`src/blt_pkg.sv`:
```
// ----------------------------------------------------------------------------
// Blitter package
// Shared constants, codes and types of the clipped block blitter.
// ----------------------------------------------------------------------------
package blt_pkg;

   localparam int FRAME_BYTES_DEF = 65536;
   localparam int MAX_SIDE_DEF    = 1024;
   localparam int ADDR_MAX_W      = 20;
   localparam int QUEUE_DEPTH     = 4;
   localparam int QUEUE_PTR_W     = 2;
   localparam int CSR_ADDR_W      = 5;

   localparam logic [1:0] OP_START = 2'd0;
   localparam logic [1:0] OP_PIXEL = 2'd1;
   localparam logic [1:0] OP_TICK  = 2'd2;
   localparam logic [1:0] OP_TABLE = 2'd3;

   localparam logic [2:0] MODE_GET      = 3'd0;
   localparam logic [2:0] MODE_PUT      = 3'd1;
   localparam logic [2:0] MODE_MASKED   = 3'd2;
   localparam logic [2:0] MODE_SHADOW   = 3'd3;
   localparam logic [2:0] MODE_RECOLOUR = 3'd4;
   localparam logic [2:0] MODE_BOX      = 3'd5;

   localparam logic [2:0] REG_CLIP_LEFT = 3'd0;
   localparam logic [2:0] REG_CLIP_TOP  = 3'd1;
   localparam logic [2:0] REG_CLIP_COLS = 3'd2;
   localparam logic [2:0] REG_CLIP_ROWS = 3'd3;
   localparam logic [2:0] REG_ORIGIN_X  = 3'd4;
   localparam logic [2:0] REG_ORIGIN_Y  = 3'd5;
   localparam logic [2:0] REG_PITCH     = 3'd6;
   localparam logic [2:0] REG_SHADOW    = 3'd7;

   typedef enum logic [2:0] {
      CMD_REPORT,
      CMD_WRITE,
      CMD_TLOAD,
      CMD_RECOLOUR,
      CMD_GET
   } blt_cmd_type;

   typedef enum logic [1:0] {
      BK_IDLE,
      BK_RC_TBL,
      BK_RC_WR,
      BK_GET_OUT
   } blt_back_state_type;

   typedef struct packed {
      logic [9:0]  clip_left;
      logic [9:0]  clip_top;
      logic [10:0] clip_cols;
      logic [10:0] clip_rows;
      logic [10:0] origin_x;
      logic [10:0] origin_y;
      logic [10:0] row_pitch;
      logic [7:0]  shadow_colour;
   } blt_cfg_type;

   typedef struct packed {
      blt_cmd_type            kind;
      logic [ADDR_MAX_W-1:0]  addr;
      logic [7:0]             data;
      logic [19:0]            idx;
      logic                   last;
      logic [15:0]            rect_x;
      logic [15:0]            rect_y;
      logic [10:0]            rect_cols;
      logic [10:0]            rect_rows;
      logic                   rect_empty;
   } blt_entry_type;

endpackage

```
`src/blt_regs.sv`:
```
// ----------------------------------------------------------------------------
// Blitter registers
// Configuration registers behind a write-and-read register port.
// ----------------------------------------------------------------------------
module blt_regs (
   input  logic                            clock,
   input  logic                            reset,
   input  logic                            csr_psel,
   input  logic                            csr_penable,
   input  logic                            csr_pwrite,
   input  logic [blt_pkg::CSR_ADDR_W-1:0]  csr_paddr,
   input  logic [31:0]                     csr_pwdata,
   output logic [31:0]                     csr_prdata,
   output logic                            csr_pready,
   output blt_pkg::blt_cfg_type            cfg
);

   blt_pkg::blt_cfg_type cfg_ff, cfg_in;
   logic [2:0] index;

   assign index      = csr_paddr[4:2];
   assign csr_pready = 1'b1;
   assign cfg        = cfg_ff;

   always_comb begin
      cfg_in = cfg_ff;
      if (csr_psel && csr_penable && csr_pwrite) begin
         unique case (index)
            blt_pkg::REG_CLIP_LEFT: cfg_in.clip_left     = csr_pwdata[9:0];
            blt_pkg::REG_CLIP_TOP:  cfg_in.clip_top      = csr_pwdata[9:0];
            blt_pkg::REG_CLIP_COLS: cfg_in.clip_cols     = csr_pwdata[10:0];
            blt_pkg::REG_CLIP_ROWS: cfg_in.clip_rows     = csr_pwdata[10:0];
            blt_pkg::REG_ORIGIN_X:  cfg_in.origin_x      = csr_pwdata[10:0];
            blt_pkg::REG_ORIGIN_Y:  cfg_in.origin_y      = csr_pwdata[10:0];
            blt_pkg::REG_PITCH:     cfg_in.row_pitch     = csr_pwdata[10:0];
            blt_pkg::REG_SHADOW:    cfg_in.shadow_colour = csr_pwdata[7:0];
            default:                cfg_in = cfg_ff;
         endcase
      end
   end

   always_comb begin
      unique case (index)
         blt_pkg::REG_CLIP_LEFT: csr_prdata = {22'd0, cfg_ff.clip_left};
         blt_pkg::REG_CLIP_TOP:  csr_prdata = {22'd0, cfg_ff.clip_top};
         blt_pkg::REG_CLIP_COLS: csr_prdata = {21'd0, cfg_ff.clip_cols};
         blt_pkg::REG_CLIP_ROWS: csr_prdata = {21'd0, cfg_ff.clip_rows};
         blt_pkg::REG_ORIGIN_X:  csr_prdata = {21'd0, cfg_ff.origin_x};
         blt_pkg::REG_ORIGIN_Y:  csr_prdata = {21'd0, cfg_ff.origin_y};
         blt_pkg::REG_PITCH:     csr_prdata = {21'd0, cfg_ff.row_pitch};
         blt_pkg::REG_SHADOW:    csr_prdata = {24'd0, cfg_ff.shadow_colour};
         default:                csr_prdata = 32'd0;
      endcase
   end

   always_ff @(posedge clock) begin
      if (reset) begin
         cfg_ff.clip_left     <= 10'd0;
         cfg_ff.clip_top      <= 10'd0;
         cfg_ff.clip_cols     <= 11'd320;
         cfg_ff.clip_rows     <= 11'd200;
         cfg_ff.origin_x      <= 11'd0;
         cfg_ff.origin_y      <= 11'd0;
         cfg_ff.row_pitch     <= 11'd320;
         cfg_ff.shadow_colour <= 8'd0;
      end else begin
         cfg_ff <= cfg_in;
      end
   end

endmodule

```
`config.mk`:
```
export PLATFORM = sky130hd
export DESIGN_NAME = blt_regs
export DESIGN_NICKNAME = d
export VERILOG_FILES = /design/src/blt_pkg.sv /design/src/blt_regs.sv
export SDC_FILE = /design/constraint.sdc
export NUM_CORES = 1
export LEC_CHECK = 0
export BUFFER_PORTS_ARGS = -buffer_cell sky130_fd_sc_hd__buf_2
export CAP_MARGIN = 10
export CORE_ASPECT_RATIO = 1.4
export CORE_UTILIZATION = 49
export DETAILED_ROUTE_END_ITERATION = 12
export PLACE_DENSITY = 0.91
export SLEW_MARGIN = 15
export SYNTH_ARGS = -nofsm -noshare
export SYNTH_HDL_FRONTEND = slang
export SYNTH_SLANG_ARGS = --single-unit
```
`constraint.sdc`:
```
create_clock -name clock -period 1.4 [get_ports clock]
set_input_delay 0.14 -clock clock [delete_from_list [all_inputs] [get_ports clock]]
set_output_delay 0.14 -clock clock [all_outputs]
set_load 0.1 [all_outputs]
```
* Word-level counts from Yosys, hierarchy flattened *
Index checks and enable logic that the tools add are counted.

storage, ports and cells
  output and inout bits = 116
  flip-flop bits (word level) = 83

cells by class
  reduce and logical (&&, ||, !) cells = 11
  equal/unequal tests = 7
  multiplexer cells = 1

operators by type and width
  operator                                       count
  case mux 32 bit (8 select lines)               1
  AND reduction 2 bit                            8
  == test 3 bit, second input constant           4
  == test 3 x 2 -> 1 bit, second input constant  2
  == test 3 x 1 -> 1 bit, second input constant  1
  logical NOT 3 bit                              1
  logical AND 1 bit                              2

* Depth between registers and ports, before layout *
Gate-level depths: netlist of the first run.

  depth after elaboration = 3
  mapped depth = 7
  depth with buffers taken out = 4

* Worst setup path after synthesis of the first run *
OpenSTA, ideal clock, no wires.

  kind = flip-flop to output port
  start = register cfg_ff (netlist bit cfg[8])
  end = output port csr_prdata[0]
  setup slack = -1527 ps
  arrival = 2787 ps
  cell stages (with the launch flop) = 5
  path buffers = 0
  path through = dfxtp_1 -> mux2i_1 -> a221oi_1 -> a221oi_1 -> nor2_1

on the way
  longest elaborated chain between the ends = 1

RTL lines
  what                              line            source
  start, declared                   blt_regs.sv:18  blt_pkg::blt_cfg_type cfg_ff, cfg_in;
  start signal, assigned            blt_regs.sv:67  cfg_ff <= cfg_in;
  case mux 32 bit (8 select lines)  blt_regs.sv:43  unique case (index)
  end, declared                     blt_regs.sv:13  output logic [31:0] csr_prdata,

No other way between the ends. The select of a mux whose other input is x is not followed.

* Final worst setup path of the first run *
  start = register cfg_ff (netlist bit cfg[19])
  end = output port csr_prdata[0]

The elaborated chain is that of the path after synthesis.

==> impl_metrics.sql, run 1 <==
INSERT INTO impl_metrics (metric_group, metric, value, unit) VALUES
('sta', 'tns', '-4740', 'ps'),
('route', 'drcViolationCount', '0', ''),
('placement', 'port_buffer_count', '112', ''),
('placement', 'gp_routability_congestion', '0.980', ''),
('clock_tree', 'clkSlewWorstSetupHoldPaths', '80', 'ps'),
('critical_path', 'r2r_end', 'cfg[45]$_SDFFE_PP0P_', ''),
('global_routing', 'grt_pass1_wl', '22100', 'µm'),
('route', 'avgRoutedWirePerCell', '21.5', 'µm'),
('clock_tree', 'clock_latency', '380', 'ps'),
('sta', 'final.min_clock_period', '1920', 'ps'),
('sta', 'hold_violations', '0', ''),
('floorplanning', 'core_region_area', '0.00780', 'mm²'),
('critical_path', 'arrival', '1780', 'ps'),
('synthesis', 'ys.warnings.count', '0', ''),
('clock_tree', 'holdBufCountCts', '0', ''),
('clock_tree', 'tritoncts.num_buffers', '9', ''),
('floorplanning', 'fp-row-count', '38', ''),
('status', 'failed_checks', 'negative setup slack', ''),
('finish', 'largest_register_ff_count', '83', ''),
('synthesis', 'synth_async_sr_flop_share', '0', '%'),
('critical_path', 'required_time_at_the_worst_slack_endpoint', '1260', 'ps'),
('synthesis', 'post_synth_instance_area', '0.00395', 'mm²'),
('placement', 'postPlaceCellArea', '0.00550', 'mm²'),
('synthesis', 'synth_cell_types', '39', ''),
('placement', 'place_ws', '-534', 'ps'),
('sta', 'setup_viol', '13', ''),
('sta', 'worst_hold_slack', '41.3', 'ps'),
('sta', 'final.setup.worst_slack', '-518', 'ps'),
('global_routing', 'overflow', '0', ''),
('synthesis', 'synth_enable_flop_cells', '0', ''),
('critical_path', 'timing.critical_path.to_type', 'output pin', ''),
('finish', 'final_area', '0.00595', 'mm²'),
('job', 'max_cap_viol_count', '0', ''),
('critical_path', 'timing_worst_setup_path_type', 'register to output pin', ''),
('route', 'postRouteWirelength', '16000', 'µm'),
('sta', 'tightestPinTransition', '619', 'ps'),
('global_routing', 'grt_overall_usage', '35.1', '%'),
('sta', 'grt_setup_unrepaired', 'true', ''),
('placement', 'place.detailed.hpwl', '10500', 'µm'),
('global_routing', 'grt_antenna_before_repair', '0', ''),
('synthesis', 'synth_area_per_cell', '8.13', 'µm²'),
('critical_path', 'critical-path-slowest-cell', 'dfxtp_4', ''),
('sta', 'fmax', '0.521', 'GHz'),
('power_and_ir_drop', 'totalPowerFinal', '5410', 'µW'),
('clock_tree', 'clkSinkCount', '83', ''),
('floorplanning', 'total_die_area', '0.00843', 'mm²'),
('synthesis', 'synthFlopType', 'dfxtp_1', ''),
('status', 'run_status', 'finished, violations left', ''),
('sta', 'final_max_slew_viol_count', '0', ''),
('finish', 'layout-area-overhead-vs-synth', '50.7', '%'),
('clock_tree', 'root_buffer', 'clkbuf_8', ''),
('clock_tree', 'clockBufferDepth', '2', ''),
('critical_path', 'timing.rr.start', 'cfg[45]$_SDFFE_PP0P_', ''),
('critical_path', 'setup.worst_path.start', 'cfg[19]$_SDFFE_PP0P_', ''),
('critical_path', 'rrSetupSlack', '480', 'ps'),
('clock_tree', 'clock_tree_from_tritoncts', 'yes', ''),
('power_and_ir_drop', 'peakVddDrop', '753', 'µV'),
('floorplanning', 'i_o_pin_count', '158', ''),
('power_and_ir_drop', 'p_leak', '0.00254', 'µW'),
('critical_path', 'crit_path_cell_trace', 'mux2_4 > a22o_1 > a221oi_4 > nor2_4 > buf_12', ''),
('hold_path', 'hp-class', 'primary input to register', ''),
('floorplanning', 'initial_utilization', '50.7', '%'),
('critical_path', 'cp_slowest_stage_delay', '350', 'ps'),
('critical_path', 'reg2regPathDepth', '2', ''),
('global_routing', 'grt_max_degree', '26', ''),
('clock_tree', 'ctsHtreeMaxLevel', '3', ''),
('route', 'number_of_antenna_violating_nets_in_the_routed_design', '0', ''),
('global_routing', 'via_count_of_the_first_global_routing_pass', '4264', ''),
('route', 'drt_iter0_markers', '725', ''),
('finish', 'share_of_cells_above_drive_strength_1', '52.7', '%'),
('floorplanning', 'dieHeight', '108', 'µm');
[cell usage in the layout (no fill, tap or decap), types with 22 or more instances in the layout]
| cell type | synthesis | layout |
|---|---|---|
| dfxtp_4 | 0 | 59 |
| mux2i_1 | 27 | 27 |
| nand2_1 | 70 | 70 |
| buf_2 | 16 | 79 |
| buf_4 | 25 | 80 |
| dfxtp_2 | 0 | 24 |
| conb_1 | 2 | 22 |
| nor2_1 | 39 | 31 |
| o21ai_0 | 49 | 48 |
| a21oi_1 | 64 | 59 |
[final cells by class]
class / instances / area [µm²]
Multi-Input combinational cell: 344 / 2250
Sequential cell: 83 / 1910
Fill cell: 469 / 1840
Timing Repair Buffer: 189 / 1400
Tap cell: 100 / 125
Clock buffer: 9 / 124
Clock inverter: 7 / 92.6
Inverter: 11 / 41.3
[logic make-up (layout without fill, tap and decap cells)]
logic type | count (synthesis) | count (layout) | synth area share, %
AND/OR/NAND/NOR | 136 | 136 | 15.3
AO/OA/AOI/OAI | 150 | 150 | 22.4
other | 2 | 22 | 0.190
flip-flops | 83 | 83 | 42.1
multiplexers | 36 | 36 | 9.69
buffers and inverters | 79 | 216 | 10.4
[cells in the mapped netlist, drive strengths merged (2+ instances only)]
cell / number / share of area [%]
a211o: 6 / 1.3
a21oi: 64 / 8.1
a221oi: 12 / 2.7
a22o: 8 / 1.8
a22oi: 2 / 0.38
buf: 43 / 7.0
clkbuf: 25 / 2.4
conb: 2 / 0.19
dfxtp: 83 / 42
inv: 11 / 1.0
mux2: 8 / 2.3
mux2i: 27 / 6.8
nand2: 71 / 6.8
nand2b: 3 / 0.48
nor2: 43 / 4.3
nor2b: 9 / 1.4
o21ai: 49 / 6.2
or3: 3 / 0.48
[critical path, delay by kind of cell (launching register included)]
family | cells | cell delay, ps
compound gates | 2 | 530
buf+inv | 1 | 170
flops | 1 | 350
mux | 1 | 270
simple gates | 1 | 80
[metal layers]
| layer | vias up | GRT usage (%) | wire length [µm] |
|---|---|---|---|
| li1 | 1938 | - | - |
| met1 | 2182 | 39.7 | 5420 |
| met2 | 431 | 58.8 | 7430 |
| met3 | 127 | 7.76 | 1820 |
| met4 | 0 | 24.4 | 1280 |
| met5 | - | 0 | 0 |
[how the worst min path moves through the flow]
stage                         from                   end  cells after the start
floorplan            csr_pwdata[8]  cfg[16]$_SDFFE_PP1P_                      1
global placement    csr_pwdata[10]  cfg[62]$_SDFFE_PP0P_                      3
detailed placement  csr_pwdata[10]  cfg[18]$_SDFFE_PP0P_                      3
CTS                 csr_pwdata[10]  cfg[18]$_SDFFE_PP0P_                      3
global route         csr_pwdata[9]  cfg[61]$_SDFFE_PP0P_                      3
finish              csr_pwdata[10]  cfg[18]$_SDFFE_PP0P_                      3
[power by group]
part           switching, µW  leakage, µW  internal, µW  total, µW
sequential              17.3     0.000723          2270       2290
clock                    914     0.000103           997       1910
combinational            916      0.00172           295       1210
[per-stage QoR]
step           cells  utilization [%]
2_1_floorplan    506                -
3_3_place_gp     725             70.5
3_5_place_dp     725             70.5
4_1_cts          742             74.8
5_1_grt          743             76.3
6_report         743             76.3
[what timing repair did]
item                                   CTS  global route
buffers inserted                         1             1
pin swaps                                6            12
endpoints found under the hold margin    0             0
gates resized for setup                 28            30
setup endpoints to repair               18            45
(Power assumes the default switching activity.)
==> run 2, diff against run 1 <==
--- a/constraint.sdc
+++ b/constraint.sdc
@@ -3,2 +3,2 @@
 set_output_delay 0.14 -clock clock [all_outputs]
-set_load 0.1 [all_outputs]
+set_load 0.05 [all_outputs]
==> run 2 against run 1 <==
Against the previous run:
- the flow still finishes with violations (negative setup slack)
- sequential power rose by 5%
- critical endpoint is now csr_prdata[3]
- sequential cell count stayed put
- clock skew unchanged
- highest routed layer unchanged
- largest cell class unchanged
- sequential share of layout area decreased by 1.2 points
==> impl_metrics.sql, run 2 (same netlist as run 1, synthesis figures left out) <==
INSERT INTO impl_metrics (metric_group, metric, value, unit) VALUES
('route', 'number_of_antenna_violating_nets_in_the_routed_design', '0', ''),
('clock_tree', 'root_buffer', 'clkbuf_8', ''),
('route', 'vias', '4479', ''),
('sta', 'grt_setup_unrepaired', 'true', ''),
('job', 'max_cap_viol_count', '0', ''),
('sta', 'final.setup.worst_slack', '-486', 'ps'),
('status', 'run_status', 'finished, violations left', ''),
('clock_tree', 'clockBufferDepth', '2', ''),
('critical_path', 'timing.critical_path.to_type', 'output pin', ''),
('power_and_ir_drop', 'p_switching', '1550', 'µW'),
('sta', 'final_min_period_over_clock_period', '135', '%'),
('route', 'avgViaCountPerCell', '6.03', ''),
('critical_path', 'worst-path-max-fanout', '2', ''),
('global_routing', 'grt_antenna_before_repair', '0', ''),
('route', 'drt-pass1-iter-count', '5', ''),
('critical_path', 'required_time_at_the_worst_slack_endpoint', '1260', 'ps'),
('sta', 'fmax', '0.530', 'GHz'),
('placement', 'place.detailed.hpwl', '9920', 'µm'),
('clock_tree', 'clkSinkCount', '83', ''),
('global_routing', 'grt_max_degree', '27', ''),
('power_and_ir_drop', 'power.clock.fraction', '35.7', '%'),
('global_routing', 'overflow', '0', ''),
('placement', 'post-place-cells', '719', ''),
('placement', 'port_buffer_count', '112', ''),
('status', 'failed_checks', 'negative setup slack', ''),
('sta', 'setup_viol', '12', ''),
('clock_tree', 'clock_latency', '370', 'ps'),
('critical_path', 'timing_worst_setup_path_type', 'register to output pin', ''),
('finish', 'num-nets-final', '680', ''),
('global_routing', 'grt_pass1_wl', '22100', 'µm'),
('finish', 'share_of_cells_above_drive_strength_1', '46.8', '%'),
('power_and_ir_drop', 'internal_power', '3520', 'µW'),
('clock_tree', 'clkSlewWorstSetupHoldPaths', '80', 'ps'),
('route', 'postRouteWirelength', '14500', 'µm'),
('finish', 'n_antenna_cell', '0', ''),
('critical_path', 'start_kind', 'register', ''),
('clock_tree', 'holdBufCountCts', '0', ''),
('power_and_ir_drop', 'p_leak', '0.00250', 'µW'),
('placement', 'gp_routability_congestion', '0.964', ''),
('power_and_ir_drop', 'p_per_area', '909', 'mW/mm²'),
('finish', 'mostFrequentLayoutCells', 'buf_2 (100), nand2_1 (70), buf_4 (69)', ''),
('sta', 'tightestPinTransition', '632', 'ps'),
('critical_path', 'critical-path-slowest-cell', 'dfxtp_2', ''),
('sta', 'final_max_slew_viol_count', '0', ''),
('floorplanning', 'dieHeight', '108', 'µm'),
('floorplanning', 'total_die_area', '0.00843', 'mm²'),
('critical_path', 'cp_slowest_stage_delay', '330', 'ps'),
('route', 'drt_iter0_markers', '573', ''),
('floorplanning', 'initial_utilization', '50.7', '%'),
('finish', 'most_common_cell_after_layout_fill_and_taps_aside', 'buf_2', ''),
('sta', 'fin_worst_skew', '0', 'ps'),
('sta', 'final.min_clock_period', '1890', 'ps'),
('clock_tree', 'ctsHtreeMaxLevel', '3', ''),
('power_and_ir_drop', 'swShare', '30.5', '%'),
('global_routing', 'via_count_of_the_first_global_routing_pass', '4186', ''),
('clock_tree', 'tritoncts.num_buffers', '9', ''),
('critical_path', 'crit_path_cell_trace', 'mux2_4 > a22o_1 > a221oi_2 > nor2_4 > buf_6', ''),
('floorplanning', 'i_o_pin_count', '158', ''),
('finish', 'final-instance-count-excl-fill', '743', ''),
('hold_path', 'hp-class', 'primary input to register', ''),
('route', 'drcViolationCount', '0', ''),
('finish', 'largest_register_ff_count', '83', ''),
('floorplanning', 'core_region_area', '0.00780', 'mm²'),
('power_and_ir_drop', 'peakVddDrop', '734', 'µV'),
('placement', 'place_ws', '-553', 'ps'),
('finish', 'utilization', '71.5', '%'),
('sta', 'timing.slew.headroom', '57.9', '%'),
('critical_path', 'arrival', '1750', 'ps'),
('power_and_ir_drop', 'power.combinational.fraction', '17.0', '%'),
('floorplanning', 'fp-row-count', '38', ''),
('power_and_ir_drop', 'seq_power_share', '47.3', '%'),
('sta', 'worst_hold_slack', '61.9', 'ps'),
('sta', 'hold_violations', '0', ''),
('global_routing', 'grt_overall_usage', '35.0', '%'),
('finish', 'layout-area-overhead-vs-synth', '41.1', '%'),
('floorplanning', 'die_width', '77.9', 'µm'),
('clock_tree', 'clock_tree_from_tritoncts', 'yes', ''),
('route', 'avgRoutedWirePerCell', '19.5', 'µm');
## run 2: changes by cell type in the layout (fill, tap and decap cells not counted), sizes merged
cell      delta
buf         +14
clkinvlp     -1
bufinv       -1
inv          +2
clkbuf      -12
clkinv       -2
## run 2: area by class of cell
type	count	area [µm²]
clock inverter	5	60.1
fill	523	2220
tap	100	125
sequential	83	1720
timing repair buffer	189	1290
multi-input combinational	344	2190
clock buffer	11	141
inverter	11	41.3
## run 2: worst max-delay path, delay by kind of cell, from the launching register on
kind | cells | cell delay, ps
AND/OR/NAND/NOR | 1 | 50
multiplexers | 1 | 290
AO/OA/AOI/OAI | 2 | 560
flip-flops | 1 | 330
buffers and inverters | 1 | 150
## run 2: stage by stage
stage	power (µW)	TNS, ps	instance area [µm²]
2_1_floorplan	3040	-73.4	4200
3_3_place_gp	3190	-12100	5080
3_5_place_dp	3210	-15670	5080
4_1_cts	5030	-3800	5490
5_1_grt	5190	-4170	5580
6_report	5070	-3740	5580
## run 2: path summary, 6_finish.rpt
kind	end	cells after the start	slack, ps	from
max	csr_prdata[3]	5	-490	cfg[22]$_SDFFE_PP0P_
min	cfg[18]$_SDFFE_PP0P_	3	60	csr_pwdata[10]
max reg2reg	cfg[24]$_SDFFE_PP0P_	4	360	cfg[24]$_SDFFE_PP0P_
min reg2reg	cfg[59]$_SDFFE_PP0P_	2	490	cfg[59]$_SDFFE_PP0P_
## run 2: timing repair
item,CTS,global route
resized for setup,47,12
setup buffers,4,4
endpoints found under the setup margin,11,11
pin swaps,13,12
endpoints found under the hold margin,0,0
## run 2: power groups by stage
stage	sequential (µW)	combinational, µW	clock, µW
after floorplan	2510	528	0
after CTS	2390	826	1810
final	2400	862	1810
after global routing	2400	895	1900
after global placement	2450	745	0
after detailed placement	2450	758	0
## run 2: metal layers
metal,wire length [µm],GRT usage (%),vias to the layer above,share of wire (%)
met5,0,0,-,0
met4,864,24.3,0,6.0
met3,1400,6.24,92,9.7
met2,7120,59.2,374,49
met1,5070,39.8,2082,35
li1,-,-,1931,-
